<file path="src/hw/rtl/rsa_pkg.sv">
// Shared types and constants for the 16-bit RPN stack unit.
package rsa_pkg;

    localparam int unsigned DATA_W = 16;
    localparam int unsigned CMD_W  = 4;

    typedef enum logic [CMD_W-1:0] {
        CMD_LOAD  = 4'd0,
        CMD_EMPTY = 4'd1,
        CMD_POP   = 4'd2,
        CMD_TOP   = 4'd3,
        CMD_SHL   = 4'd4,
        CMD_SHR   = 4'd5,
        CMD_OR    = 4'd6,
        CMD_AND   = 4'd7,
        CMD_ADD   = 4'd8
    } t_cmd;

    typedef enum logic [1:0] {
        SHIFT_HOLD,
        SHIFT_PUSH,
        SHIFT_POP
    } t_shift_op;

    typedef struct packed {
        t_shift_op top_op;
        t_shift_op rest_op;
    } t_shift_ctl;

    typedef struct packed {
        logic [CMD_W-1:0]  cmd;
        logic [DATA_W-1:0] value;
    } t_in_word;

    typedef struct packed {
        logic              has_value;
        logic [DATA_W-1:0] top_value;
        logic              overflow;
    } t_out_word;

endpackage

</file>
<file path="src/hw/rtl/rsa_cell.sv">
// One stack cell: holds an entry and shifts toward or away from the top.
module rsa_cell (
    input  logic                       i_clk,
    input  rsa_pkg::t_shift_op         i_op,
    input  logic [rsa_pkg::DATA_W-1:0] i_above,
    input  logic [rsa_pkg::DATA_W-1:0] i_below,
    output logic [rsa_pkg::DATA_W-1:0] o_data
);

    logic [rsa_pkg::DATA_W-1:0] r_data;
    logic [rsa_pkg::DATA_W-1:0] n_data;

    always_comb begin
        case (i_op)
            rsa_pkg::SHIFT_PUSH: n_data = i_above;
            rsa_pkg::SHIFT_POP:  n_data = i_below;
            default:             n_data = r_data;
        endcase
    end

    always_ff @(posedge i_clk) begin
        r_data <= n_data;
    end

    assign o_data = r_data;

endmodule

</file>
<file path="src/hw/rtl/rsa_alu.sv">
// Two-operand unit: combines top a and next b.
module rsa_alu (
    input  logic [rsa_pkg::CMD_W-1:0]  i_cmd,
    input  logic [rsa_pkg::DATA_W-1:0] i_a,
    input  logic [rsa_pkg::DATA_W-1:0] i_b,
    output logic [rsa_pkg::DATA_W-1:0] o_result
);

    logic big_shift;

    assign big_shift = (i_a[rsa_pkg::DATA_W-1:4] != '0);

    always_comb begin
        case (i_cmd)
            rsa_pkg::CMD_SHL: o_result = big_shift ? '0 : (i_b << i_a[3:0]);
            rsa_pkg::CMD_SHR: o_result = big_shift ? '0 : (i_b >> i_a[3:0]);
            rsa_pkg::CMD_OR:  o_result = i_a | i_b;
            rsa_pkg::CMD_AND: o_result = i_a & i_b;
            default:          o_result = i_a + i_b;
        endcase
    end

endmodule

</file>
<file path="src/hw/rtl/rpn_stack_alu_16bit_unit.sv">
// Top level of the 16-bit RPN stack unit: cell chain, counter and result register.
// The stack is a chain of STACK_DEPTH register cells with the top in cell 0;
// a push shifts every cell one place down, a pop shifts them one place up,
// and a two-operand command writes its result into cell 0 and shifts the rest
// up, so only cells 0 and 1 are ever read. A new word is accepted each cycle
// while the result register is free or being drained; the rate is set by the
// read-modify-shift of the top two cells. Each input word yields exactly one
// result word. No clearing pass: reset only clears the counter and output valid.
module rpn_stack_alu_16bit_unit #(
    parameter int unsigned STACK_DEPTH = 16
) (
    input  logic               i_clk,
    input  logic               i_rst_n,
    input  logic               i_in_valid,
    output logic               o_in_ready,
    input  rsa_pkg::t_in_word  i_in_word,
    output logic               o_out_valid,
    input  logic               i_out_ready,
    output rsa_pkg::t_out_word o_out_word
);

    localparam int unsigned CNT_W = $clog2(STACK_DEPTH + 1);

    logic [CNT_W-1:0]          r_count;
    logic [CNT_W-1:0]          n_count;
    logic                      r_out_valid;
    logic                      n_out_valid;
    rsa_pkg::t_out_word        r_out_word;
    rsa_pkg::t_out_word        n_out_word;
    rsa_pkg::t_shift_ctl       w_ctl;
    logic [rsa_pkg::DATA_W-1:0] w_cell [STACK_DEPTH];
    logic [rsa_pkg::DATA_W-1:0] w_top_in;
    logic [rsa_pkg::DATA_W-1:0] w_alu_result;
    logic                      w_accept;
    logic                      w_full;
    logic                      w_has1;
    logic                      w_has2;

    assign o_in_ready = !r_out_valid || i_out_ready;
    assign w_accept   = i_in_valid && o_in_ready;
    assign w_full     = (r_count == CNT_W'(STACK_DEPTH));
    assign w_has1     = (r_count != '0);
    assign w_has2     = (r_count >= CNT_W'(2));

    rsa_alu u_alu (
        .i_cmd    (i_in_word.cmd),
        .i_a      (w_cell[0]),
        .i_b      (w_cell[1]),
        .o_result (w_alu_result)
    );

    always_comb begin
        n_count         = r_count;
        w_ctl.top_op    = rsa_pkg::SHIFT_HOLD;
        w_ctl.rest_op   = rsa_pkg::SHIFT_HOLD;
        w_top_in        = w_alu_result;
        n_out_word      = '0;
        case (i_in_word.cmd)
            rsa_pkg::CMD_LOAD: begin
                w_top_in = i_in_word.value;
                if (w_full) begin
                    n_out_word.overflow = 1'b1;
                end else begin
                    n_count              = r_count + CNT_W'(1);
                    w_ctl.top_op         = rsa_pkg::SHIFT_PUSH;
                    w_ctl.rest_op        = rsa_pkg::SHIFT_PUSH;
                    n_out_word.has_value = 1'b1;
                    n_out_word.top_value = i_in_word.value;
                end
            end
            rsa_pkg::CMD_EMPTY: begin
                n_count = '0;
            end
            rsa_pkg::CMD_POP: begin
                if (w_has1) begin
                    n_count       = r_count - CNT_W'(1);
                    w_ctl.top_op  = rsa_pkg::SHIFT_POP;
                    w_ctl.rest_op = rsa_pkg::SHIFT_POP;
                end
                if (w_has2) begin
                    n_out_word.has_value = 1'b1;
                    n_out_word.top_value = w_cell[1];
                end
            end
            rsa_pkg::CMD_TOP: begin
                if (w_has1) begin
                    n_out_word.has_value = 1'b1;
                    n_out_word.top_value = w_cell[0];
                end
            end
            rsa_pkg::CMD_SHL, rsa_pkg::CMD_SHR, rsa_pkg::CMD_OR,
            rsa_pkg::CMD_AND, rsa_pkg::CMD_ADD: begin
                if (w_has2) begin
                    n_count              = r_count - CNT_W'(1);
                    w_ctl.top_op         = rsa_pkg::SHIFT_PUSH;
                    w_ctl.rest_op        = rsa_pkg::SHIFT_POP;
                    n_out_word.has_value = 1'b1;
                    n_out_word.top_value = w_alu_result;
                end
            end
            default: begin
                n_out_word.has_value = 1'b1;
            end
        endcase
        if (!w_accept) begin
            n_count       = r_count;
            w_ctl.top_op  = rsa_pkg::SHIFT_HOLD;
            w_ctl.rest_op = rsa_pkg::SHIFT_HOLD;
        end
    end

    genvar gi;
    generate
        for (gi = 0; gi < STACK_DEPTH; gi++) begin : g_cell
            if (gi == 0) begin : g_top
                rsa_cell u_cell (
                    .i_clk   (i_clk),
                    .i_op    (w_ctl.top_op),
                    .i_above (w_top_in),
                    .i_below (w_cell[1]),
                    .o_data  (w_cell[0])
                );
            end else if (gi == STACK_DEPTH - 1) begin : g_bottom
                rsa_cell u_cell (
                    .i_clk   (i_clk),
                    .i_op    (w_ctl.rest_op),
                    .i_above (w_cell[gi-1]),
                    .i_below ('0),
                    .o_data  (w_cell[gi])
                );
            end else begin : g_mid
                rsa_cell u_cell (
                    .i_clk   (i_clk),
                    .i_op    (w_ctl.rest_op),
                    .i_above (w_cell[gi-1]),
                    .i_below (w_cell[gi+1]),
                    .o_data  (w_cell[gi])
                );
            end
        end
    endgenerate

    always_comb begin
        n_out_valid = r_out_valid;
        if (w_accept) begin
            n_out_valid = 1'b1;
        end else if (i_out_ready) begin
            n_out_valid = 1'b0;
        end
    end

    always_ff @(posedge i_clk) begin
        if (!i_rst_n) begin
            r_count     <= '0;
            r_out_valid <= 1'b0;
        end else begin
            r_count     <= n_count;
            r_out_valid <= n_out_valid;
        end
    end

    always_ff @(posedge i_clk) begin
        if (w_accept) begin
            r_out_word <= n_out_word;
        end
    end

    assign o_out_valid = r_out_valid;
    assign o_out_word  = r_out_word;

endmodule

</file>
<file path="config.mk">
export PLATFORM = sky130hd
export DESIGN_NAME = rpn_stack_alu_16bit_unit
export DESIGN_NICKNAME = d
export VERILOG_FILES = /design/src/hw/rtl/rsa_pkg.sv /design/src/hw/rtl/rsa_cell.sv /design/src/hw/rtl/rsa_alu.sv /design/src/hw/rtl/rpn_stack_alu_16bit_unit.sv
export SDC_FILE = /design/constraint.sdc
export NUM_CORES = 1
export LEC_CHECK = 0
export BUFFER_PORTS_ARGS = -buffer_cell sky130_fd_sc_hd__buf_2
export CORE_MARGIN = 2
export CORE_UTILIZATION = 40
export CTS_BUF_LIST = sky130_fd_sc_hd__clkbuf_8
export DETAILED_ROUTE_END_ITERATION = 7
export SETUP_SLACK_MARGIN = 0.3
export SYNTH_ARGS = -nofsm -noshare
export SYNTH_HDL_FRONTEND = slang
export SYNTH_SLANG_ARGS = --single-unit
</file>
<file path="constraint.sdc">
create_clock -name i_clk -period 10.2 [get_ports i_clk]
set_clock_uncertainty 0.05 [all_clocks]
set_input_delay 0 -clock i_clk [delete_from_list [all_inputs] [get_ports i_clk]]
set_output_delay 0 -clock i_clk [all_outputs]
set_load 0.005 [all_outputs]
</file>
=== Word level (Yosys, flattened, before mapping) ===
Cells that the tools add are included.
Widths: inputs -> output; s select.

* Word-level logic and storage cells: 95
* Register bits after elaboration: 280
* Output and inout bits: 20
* Input port bits: 24

* Multiplexer cells: 38
* Add/sub/neg operators: 3
* Reduce and logical (&&, ||, !) cells: 12
* Magnitude comparators: 1
* Shift-type cells: 2
* Equality and inequality tests: 16
* Bitwise operators: 2

{| class="wikitable"
|+ Operators with widths
! cell !! count
|-
| $pmux 16 s2 || 16
|-
| $pmux 16 s4 || 2
|-
| $mux 17 || 4
|-
| $mux 16 || 3
|-
| $pmux 5 s4 || 1
|-
| $add 16x16->16 || 1
|-
| $and 16x16->16 || 1
|-
| $eq 4x3->1 const B || 4
|-
| $or 16x16->16 || 1
|-
| $shl 16x4->16 || 1
|-
| $shr 16x4->16 || 1
|-
| $mux 5 || 3
|-
| $pmux 4 s3 || 1
|-
| $reduce_bool 12->1 || 1
|-
| $eq 4x2->1 const B || 2
|-
| $mux 4 || 2
|-
| $mux 3 || 2
|-
| $ne 2x2->1 const B || 3
|-
| $reduce_bool 2->1 || 3
|-
| $add 5x1->5 const B || 1
|-
| $eq 5x5->1 const B || 1
|-
| $ge 5x2->1 const B || 1
|-
| $pmux 1 s5 || 1
|-
| $reduce_and 5->1 || 1
|-
| other kinds (13) || 17
|}

=== Logic depth before layout (Yosys ltp) ===
Gate-level depths: netlist of run 1.

* Depth after elaboration: 6
* Gate-level depth with buffers: 13
* Gate-level depth less buffers: 10

=== Modules after synthesis ===
From an unflattened synthesis of run 1, not the netlist that was laid out.

* Cells, all modules: 1151
* Area total of the unflattened synthesis: 16509.6 µm²

{| class="wikitable"
|+ Modules (own cells, without submodules)
! module !! cells each !! area an instance (µm²) !! seq. area each (µm²) !! times used
|-
| rsa_cell || 37 || 749.5 || 480.5 || 16
|-
| rsa_alu || 399 || 2811.4 || 0.0 || 1
|-
| rpn_stack_alu_16bit_unit || 160 || 1706.6 || 660.6 || 1
|}

=== Least setup slack after synthesis of run 1 ===
OpenSTA, ideal clock, no wires.

* Kind: reg-to-reg
* From: reg r_count[1]
* To: reg g_cell[10].g_mid.u_cell.r_data (netlist bit g_cell[10].g_mid.u_cell.o_data[0]) (enable)
* Setup slack: 3.154 ns
* Required time: 9.558 ns
* Stages on the path, launching flop included: 8
* Setup time: 0.592 ns
* Path buffers: 1
* Arrival time: 6.404 ns
* Period minus slack after synthesis: 7.046 ns
* Cell sequence: dfxtp_1 -> or3_1 -> nor3_1 -> nor2_1 -> clkbuf_1 -> nand2_1 -> ha_1 -> inv_1

* Cells in the longest elaborated chain, start to end: 6
* Elaborated cells between the ends (all ways): 11
* Those cells by class: 1 x order compare; 3 x eq/ne; 5 x mux; 2 x reduce/logical

{| class="wikitable"
|+ Ends and longest elaborated chain
! what !! line !! source
|-
| start: declaration || rpn_stack_alu_16bit_unit.sv:24 || <nowiki>logic [CNT_W-1:0] r_count;</nowiki>
|-
| start signal: assignment || rpn_stack_alu_16bit_unit.sv:157 || <nowiki>r_count <= n_count;</nowiki>
|-
| $ge 5x2->1, or another cell as far along || rpn_stack_alu_16bit_unit.sv:43 || <nowiki>assign w_has2 = (r_count >= CNT_W'(2));</nowiki>
|-
| $mux 3, or another cell as far along || rpn_stack_alu_16bit_unit.sv:93 || <nowiki>if (w_has2) begin</nowiki>
|-
| $pmux 4 s3 * || rpn_stack_alu_16bit_unit.sv:58 || <nowiki>case (i_in_word.cmd)</nowiki>
|-
| $mux 4 * || rpn_stack_alu_16bit_unit.sv:105 || <nowiki>if (!w_accept) begin</nowiki>
|-
| $eq 2x1->1 or $eq 2x2->1 (tied branches) || rsa_cell.sv:14 || <nowiki>case (i_op)</nowiki>
|-
| $reduce_bool 2->1 (no source line) * || n/a ||
|-
| end signal: assignment || rsa_cell.sv:22 || <nowiki>r_data <= n_data;</nowiki>
|-
| end: declaration || rsa_cell.sv:10 || <nowiki>logic [rsa_pkg::DATA_W-1:0] r_data;</nowiki>
|}

Every way passes the cells marked *; elsewhere a longest branch is shown, timed or not.
A chain may end at the register's enable or synchronous reset.

=== Final worst setup path of run 1 ===
* From: in i_in_word[17] (netlist name)
* To: reg g_cell[6].g_mid.u_cell.r_data (netlist bit g_cell[6].g_mid.u_cell.o_data[6]) (enable)

* Cells in the longest elaborated chain, start to end: 6
* Elaborated cells between the ends (all ways): 13
* Those cells by class: 8 x eq/ne; 2 x mux; 3 x reduce/logical

{| class="wikitable"
|+ Ends and longest elaborated chain
! what !! line !! source
|-
| start: declaration || rpn_stack_alu_16bit_unit.sv:16 || <nowiki>input rsa_pkg::t_in_word i_in_word,</nowiki>
|-
| $eq 4x4->1 or $eq 4x3->1 (tied branches) || rpn_stack_alu_16bit_unit.sv:58 ||
|-
| $reduce_or 5->1 || rpn_stack_alu_16bit_unit.sv:58 ||
|-
| $pmux 4 s3 * || rpn_stack_alu_16bit_unit.sv:58 ||
|-
| $mux 4 * || rpn_stack_alu_16bit_unit.sv:105 ||
|-
| $eq 2x1->1 or $eq 2x2->1 (tied branches) || rsa_cell.sv:14 ||
|-
| $reduce_bool 2->1 (no source line) * || n/a ||
|-
| end signal: assignment || rsa_cell.sv:22 ||
|-
| end: declaration || rsa_cell.sv:10 ||
|}

Marked as above.

==> results of run 1 <==
cells in the mapped netlist, types with 3 or more instances:
master,n,area (um^2)
nor2b_1,20,125
mux4_2,13,293
o31ai_1,4,30.0
o221ai_1,4,35.0
mux2i_1,21,210
o21a_1,3,22.5
o21ai_1,3,15.0
o22ai_1,6,37.5
and3_1,6,37.5
nand2b_1,6,37.5
nand2_1,111,417
xnor2_1,10,87.6
mux2_2,204,2300
nand3_1,12,60.1
ha_1,39,488
nor3_1,20,100
o21ai_0,78,390
a222oi_1,13,130
edfxtp_1,274,8230
buf_2,12,60.1
a21o_1,15,113
a31oi_1,11,68.8
dfxtp_1,6,120
clkbuf_1,57,214
nor4_1,7,43.8
a22o_1,3,26.3
xor2_1,4,35.0
a221oi_1,12,105
a21oi_1,41,205
nor2_1,48,180
or3_1,3,18.8
buf_1,4,15.0
o211ai_1,5,37.5
a22oi_1,11,82.6
inv_1,43,161
a211oi_1,9,67.6
and2_1,5,31.3
worst min-delay path, delay by kind of cell:
kind            cells  cell delay [ns]
compound gates      1             0.08
simple gates        1             0.18
buf+inv             1             0.34
kinds of logic after synthesis:
family,after synthesis,share of synthesized area [%]
compound gates,243,10.9
flops,280,55.2
fa+ha+maj,41,3.49
buf+inv,122,3.38
mux,238,18.5
simple gates,251,7.76
xor+xnor,14,0.810
flip-flops by register name, indices dropped and copies added, names as in the netlist:
name	cells
g_cell.g_top.u_cell.o_data	16
g_cell.g_bottom.u_cell.o_data	16
g_cell.g_mid.u_cell.o_data	224
o_out_word	18
r_count	5
o_out_valid	1
how the worst max path moves through the flow:
stage / start / end / slack [ns] / cells after the start
floorplan: r_count[1] / g_cell[10].g_mid.u_cell.o_data[0] / 3.15 / 7
global placement: i_in_word[16] / g_cell[13].g_mid.u_cell.o_data[6] / 5.47 / 8
detailed placement: i_in_word[16] / g_cell[14].g_mid.u_cell.o_data[6] / 5.42 / 8
CTS: i_in_word[17] / g_cell[6].g_mid.u_cell.o_data[6] / 5.67 / 9
global route: i_in_word[17] / g_cell[3].g_mid.u_cell.o_data[3] / 5.25 / 9
finish: i_in_word[17] / g_cell[6].g_mid.u_cell.o_data[6] / 5.55 / 9
stage by stage:
step | instances | power, W | hold WS, ns | utilization (%)
floorplan | 1189 | 0.00148 | 0.0751 | -
global placement | 1678 | 0.00153 | 0.201 | 42.1
detailed placement | 1678 | 0.00153 | 0.204 | 42.1
CTS | 1782 | 0.00264 | 0.0779 | 45.3
global route | 1782 | 0.00271 | 0.129 | 45.3
finish | 1782 | 0.00260 | 0.127 | 45.3
power groups by stage:
stage | registers [W] | clock network [W] | logic (W)
global route | 0.00132 | 0.00117 | 0.000222
global placement | 0.00134 | 0 | 0.000192
CTS | 0.00132 | 0.00112 | 0.000202
detailed placement | 0.00134 | 0 | 0.000194
floorplan | 0.00134 | 0 | 0.000143
finish | 0.00132 | 0.00108 | 0.000204
per-layer routing:
| metal | global-route usage (%) | wire length, um | up-vias |
|---|---|---|---|
| met1 | 24.2 | 15500 | 4881 |
| li1 | - | - | 4652 |
| met5 | 0 | 0 | - |
| met2 | 25.8 | 15300 | 356 |
| met3 | 3.22 | 2230 | 76 |
| met4 | 6.58 | 1010 | 0 |
final cells by class:
type | count | area [um^2]
Fill cell | 3514 | 20500
Sequential cell | 280 | 8350
Multi-Input combinational cell | 787 | 6290
Clock buffer | 48 | 661
Tap cell | 511 | 639
Timing Repair Buffer | 78 | 546
Clock inverter | 34 | 340
Inverter | 44 | 173
==> results.ini, run 1 <==
[timing]
finalCriticalPeriod_ns=4.65
tightest_slew_ns=1.26
max_freq_mhz=215
maxSlewViolCount=0
setup_tns_ns=0
relSlewSlack_pct=15.2
timing.final.crit_share_pct=45.6
rsz0062_at_grt=no
hold_violations=0
setup_ws_ns=5.55
setup_viol=0

[logic_synthesis]
yosys_warnings=0
synth_flop_cell=edfxtp_1
syn_nets=1254
syn_inst=1189
synth_area_mm2=0.0151
ys_ff_latch=280
synthArstFlopShare_pct=0
synth_cell_types=72
synth-edff-count=274
synth-seq-area-share_pct=55.2
synth_area_per_cell_um2=12.7

[floorplanning]
die_w_um=198
die_area_mm2=0.0394
pin_count=44
die_height_um=198
core_region_area_mm2=0.0375
start_util_pct=40.4
rows=71

[power]
clkPwrFrac_pct=41.7
sequentialPowerShare_pct=50.5
swShare_pct=23.2
switching_power_w=0.000604
cellInternalPower_w=0.00200
p_leak_nw=5.92
vdd.ir_drop.worst_v=0.0000979
power_density_mw_per_mm2=153
pwr-share-comb_pct=7.8

[worst_setup_path]
criticalPathCategory=in2reg
critPathArrivalTime_ns=4.79
endpoint_kind=flop
r2r_cells=7
r2r-end=g_cell[6].g_mid.u_cell.o_data[6]
path_cells=dlygate4sd3_1, buf_2, nor2_2, nand2_1, nor2_1, nand2_1, ha_4, inv_8, buf_4
cpPeakStageDelay_ns=1.00
critPathBufInv=4
cp-start-kind=input port
slowest_stage=buf_4
critical-path-top-delay-family=buffers and inverters
timing.rr.start=r_count[1]
critPathMaxFanout=148
r2r_setup_slack_ns=5.66
critPathRequiredTime_ns=10.34
crit_path_frequent_cell=nand2_1

[global_routing]
grt_max_degree=227
grt_pass1_wl_um=52800
grt-ovfl-total=0
grt_usage_pct=17.0
antenna_found_initial=0
grt_pass1_vias=9591

[layout]
layout.cells.most_common_list=274 x edfxtp_1, 204 x mux2_2, 111 x nand2_1
drive_gt1_share_pct=28.0
nNetsFinal=1303
final_common_cell=edfxtp_1
final_area_mm2=0.0170
syn_to_final_growth_pct=12.3
n_antenna_cell=0

[clock_tree]
clk_pin_slew_ns=0.07
htreeDepth=2
clock_path_buffers=3
postCtsSetupBuffers=0
cts_tree=built
cts_buffers=47
clkLatencyLatePin_ns=0.59
numClockSinks=280
hold_buffers=22
post_cts_resized=0
clock-root-buffer=clkbuf_8

[min_path]
min_path_cells=3
hold_path_class=in2reg
hold_start=i_in_word[16]
hold_end=o_out_word[17]

[place]
port_buffers=43
place_hpwl_um=21400
dp_slack_ns=5.42
gp_congestion=0.933
placed_cell_area_mm2=0.0158

[run]
drv_cap=0

[route]
drt-initial-drc-count=902
wire_per_inst_um=19.1
num_vias=9965
drtAntennaViolNets=0
viasPerCell=5.59
drc=0
drt-total-wl_um=34100
drtPass1Iterations=6

[run_status]
status=completed

Note: power is estimated with default switching activity, not from simulation.
==> run 2, diff against run 1 <==
==> constraint.sdc (replaced) <==
create_clock -name i_clk -period 4.1 [get_ports i_clk]
set_clock_uncertainty 0.05 [all_clocks]
set_input_delay 0 -clock i_clk [delete_from_list [all_inputs] [get_ports i_clk]]
set_output_delay 0 -clock i_clk [all_outputs]
set_load 0.005 [all_outputs]
==> run 2 against run 1 <==
Compared with the run above: setup slack lost 4.7 ns; register-to-register slack lost 4.8 ns; die area is the same; via count grew 3.6%; clock power grew 130%; core utilization grew 0.79 points; routed wire length grew 9.4%.
==> results.ini, run 2 (same netlist as run 1, synthesis figures left out) <==
[layout]
nFillCells=3472
layout.cells.most_common_list=274 x edfxtp_1, 204 x mux2_2, 111 x nand2_1
final_area_mm2=0.0173
regArea_mm2=0.00835
multi_input_area_mm2=0.00630
final_common_cell=edfxtp_1
syn_to_final_growth_pct=14.3
drive_gt1_share_pct=30.0
nNetsFinal=1339
largest_reg_flops=224

[route]
drtAntennaViolNets=0
drt-initial-drc-count=916
viasPerCell=5.65
wire_per_inst_um=20.4
drtPass1Iterations=8
drt-total-wl_um=37300
drc=0
num_vias=10300

[timing]
setup_ws_ns=0.844
setup_viol=0
hold_violations=0
max_freq_mhz=307
finalCriticalPeriod_ns=3.26
rsz0062_at_grt=no
timing.final.crit_share_pct=79.4
maxSlewViolCount=0
setup_tns_ns=0
tightest_slew_ns=1.15
relSlewSlack_pct=22.5

[clock_tree]
cts_buffers=49
post_cts_resized=0
cts_tree=built
clock_path_buffers=3
numClockSinks=280
clk_pin_slew_ns=0.06
clkLatencyLatePin_ns=0.64
htreeDepth=2
clock-root-buffer=clkbuf_8

[global_routing]
grt_usage_pct=19.1
grt_pass1_vias=10200
grt_pass1_wl_um=57700
antenna_found_initial=0
grt_max_degree=83
grt-ovfl-total=0

[power]
p_leak_nw=6.10
sequentialPowerShare_pct=51.7
power_density_mw_per_mm2=366
switching_power_w=0.00155
pwr-share-comb_pct=8.6
cellInternalPower_w=0.00478
swShare_pct=24.4
clkPwrFrac_pct=39.7
vdd.ir_drop.worst_v=0.000236

[place]
placed_cell_area_mm2=0.0161
place_hpwl_um=24800
port_buffers=43
gp_congestion=0.987
dp_slack_ns=0.872

[floorplanning]
core_region_area_mm2=0.0375
die_height_um=198
rows=71
die_w_um=198
pin_count=44
die_area_mm2=0.0394
start_util_pct=40.4

[worst_setup_path]
cp-start-kind=flop
r2r_cells=9
endpoint_kind=flop
critPathArrivalTime_ns=3.63
critPathMaxFanout=7
criticalPathCategory=reg2reg
critPathRequiredTime_ns=4.47

[run_status]
status=completed

[min_path]
min_path_cells=6
hold_path_class=in2reg

[run]
drv_cap=0

==> run 2: layout make-up <==
cell class,count,share of cell area (%)
Inverter,44,0.977
Timing Repair Buffer,112,5.07
Tap cell,511,3.70
Sequential cell,280,48.3
Clock inverter,41,1.58
Multi-Input combinational cell,787,36.5
Clock buffer,49,3.90
Antenna cell,1,0.0145
==> run 2: through the flow <==
stage | cells | hold slack, ns | util [%] | power, W
after floorplan | 1189 | 0.0751 | - | 0.00368
after global placement | 1712 | 0.202 | 43.0 | 0.00384
after detailed placement | 1712 | 0.212 | 43.0 | 0.00385
after CTS | 1824 | 0.00380 | 46.1 | 0.00643
after global routing | 1824 | 0.164 | 46.1 | 0.00661
final | 1825 | 0.0735 | 46.1 | 0.00633
==> run 2: worst paths after layout <==
path	startpoint	to	slack (ns)
setup / recovery	g_cell[1].g_mid.u_cell.o_data[0]	g_cell[0].g_top.u_cell.o_data[12]	0.84
hold / removal	i_in_word[16]	o_out_word[6]	0.07
setup reg to reg	g_cell[1].g_mid.u_cell.o_data[0]	g_cell[0].g_top.u_cell.o_data[12]	0.84
hold reg to reg	r_count[2]	r_count[2]	0.48
==> run 2: power by group through the flow <==
stage | logic, W | clock network, W | registers (W)
finish | 0.000546 | 0.00251 | 0.00327
global route | 0.000592 | 0.00274 | 0.00328
CTS | 0.000541 | 0.00262 | 0.00327
detailed placement | 0.000521 | 0 | 0.00333
global placement | 0.000518 | 0 | 0.00333
floorplan | 0.000361 | 0 | 0.00332
==> run 2: critical path, cell delays in order (launching register included) <==
cell and delay (ns):
edfxtp_1 0.52, ha_1 0.29, fa_1 0.42, a21o_1 0.22
a221oi_2 0.46, o21ai_0 0.25, a31oi_1 0.26, xnor2_1 0.17
nor2_1 0.09, o41ai_1 0.31
==> run 2: layer usage <==
layer	track usage, %	up-vias	wire, um
li1	-	4730	-
met5	0	-	0
met4	10.4	0	1780
met1	25.5	5052	15900
met2	29.5	405	17100
met3	3.51	133	2580
==> run 2: what timing repair did <==
| action | in CTS | in global routing |
|---|---|---|
| buffers inserted | 0 | 0 |
| endpoints found under the hold margin | 57 | 0 |
| hold buffers | 22 | 0 |
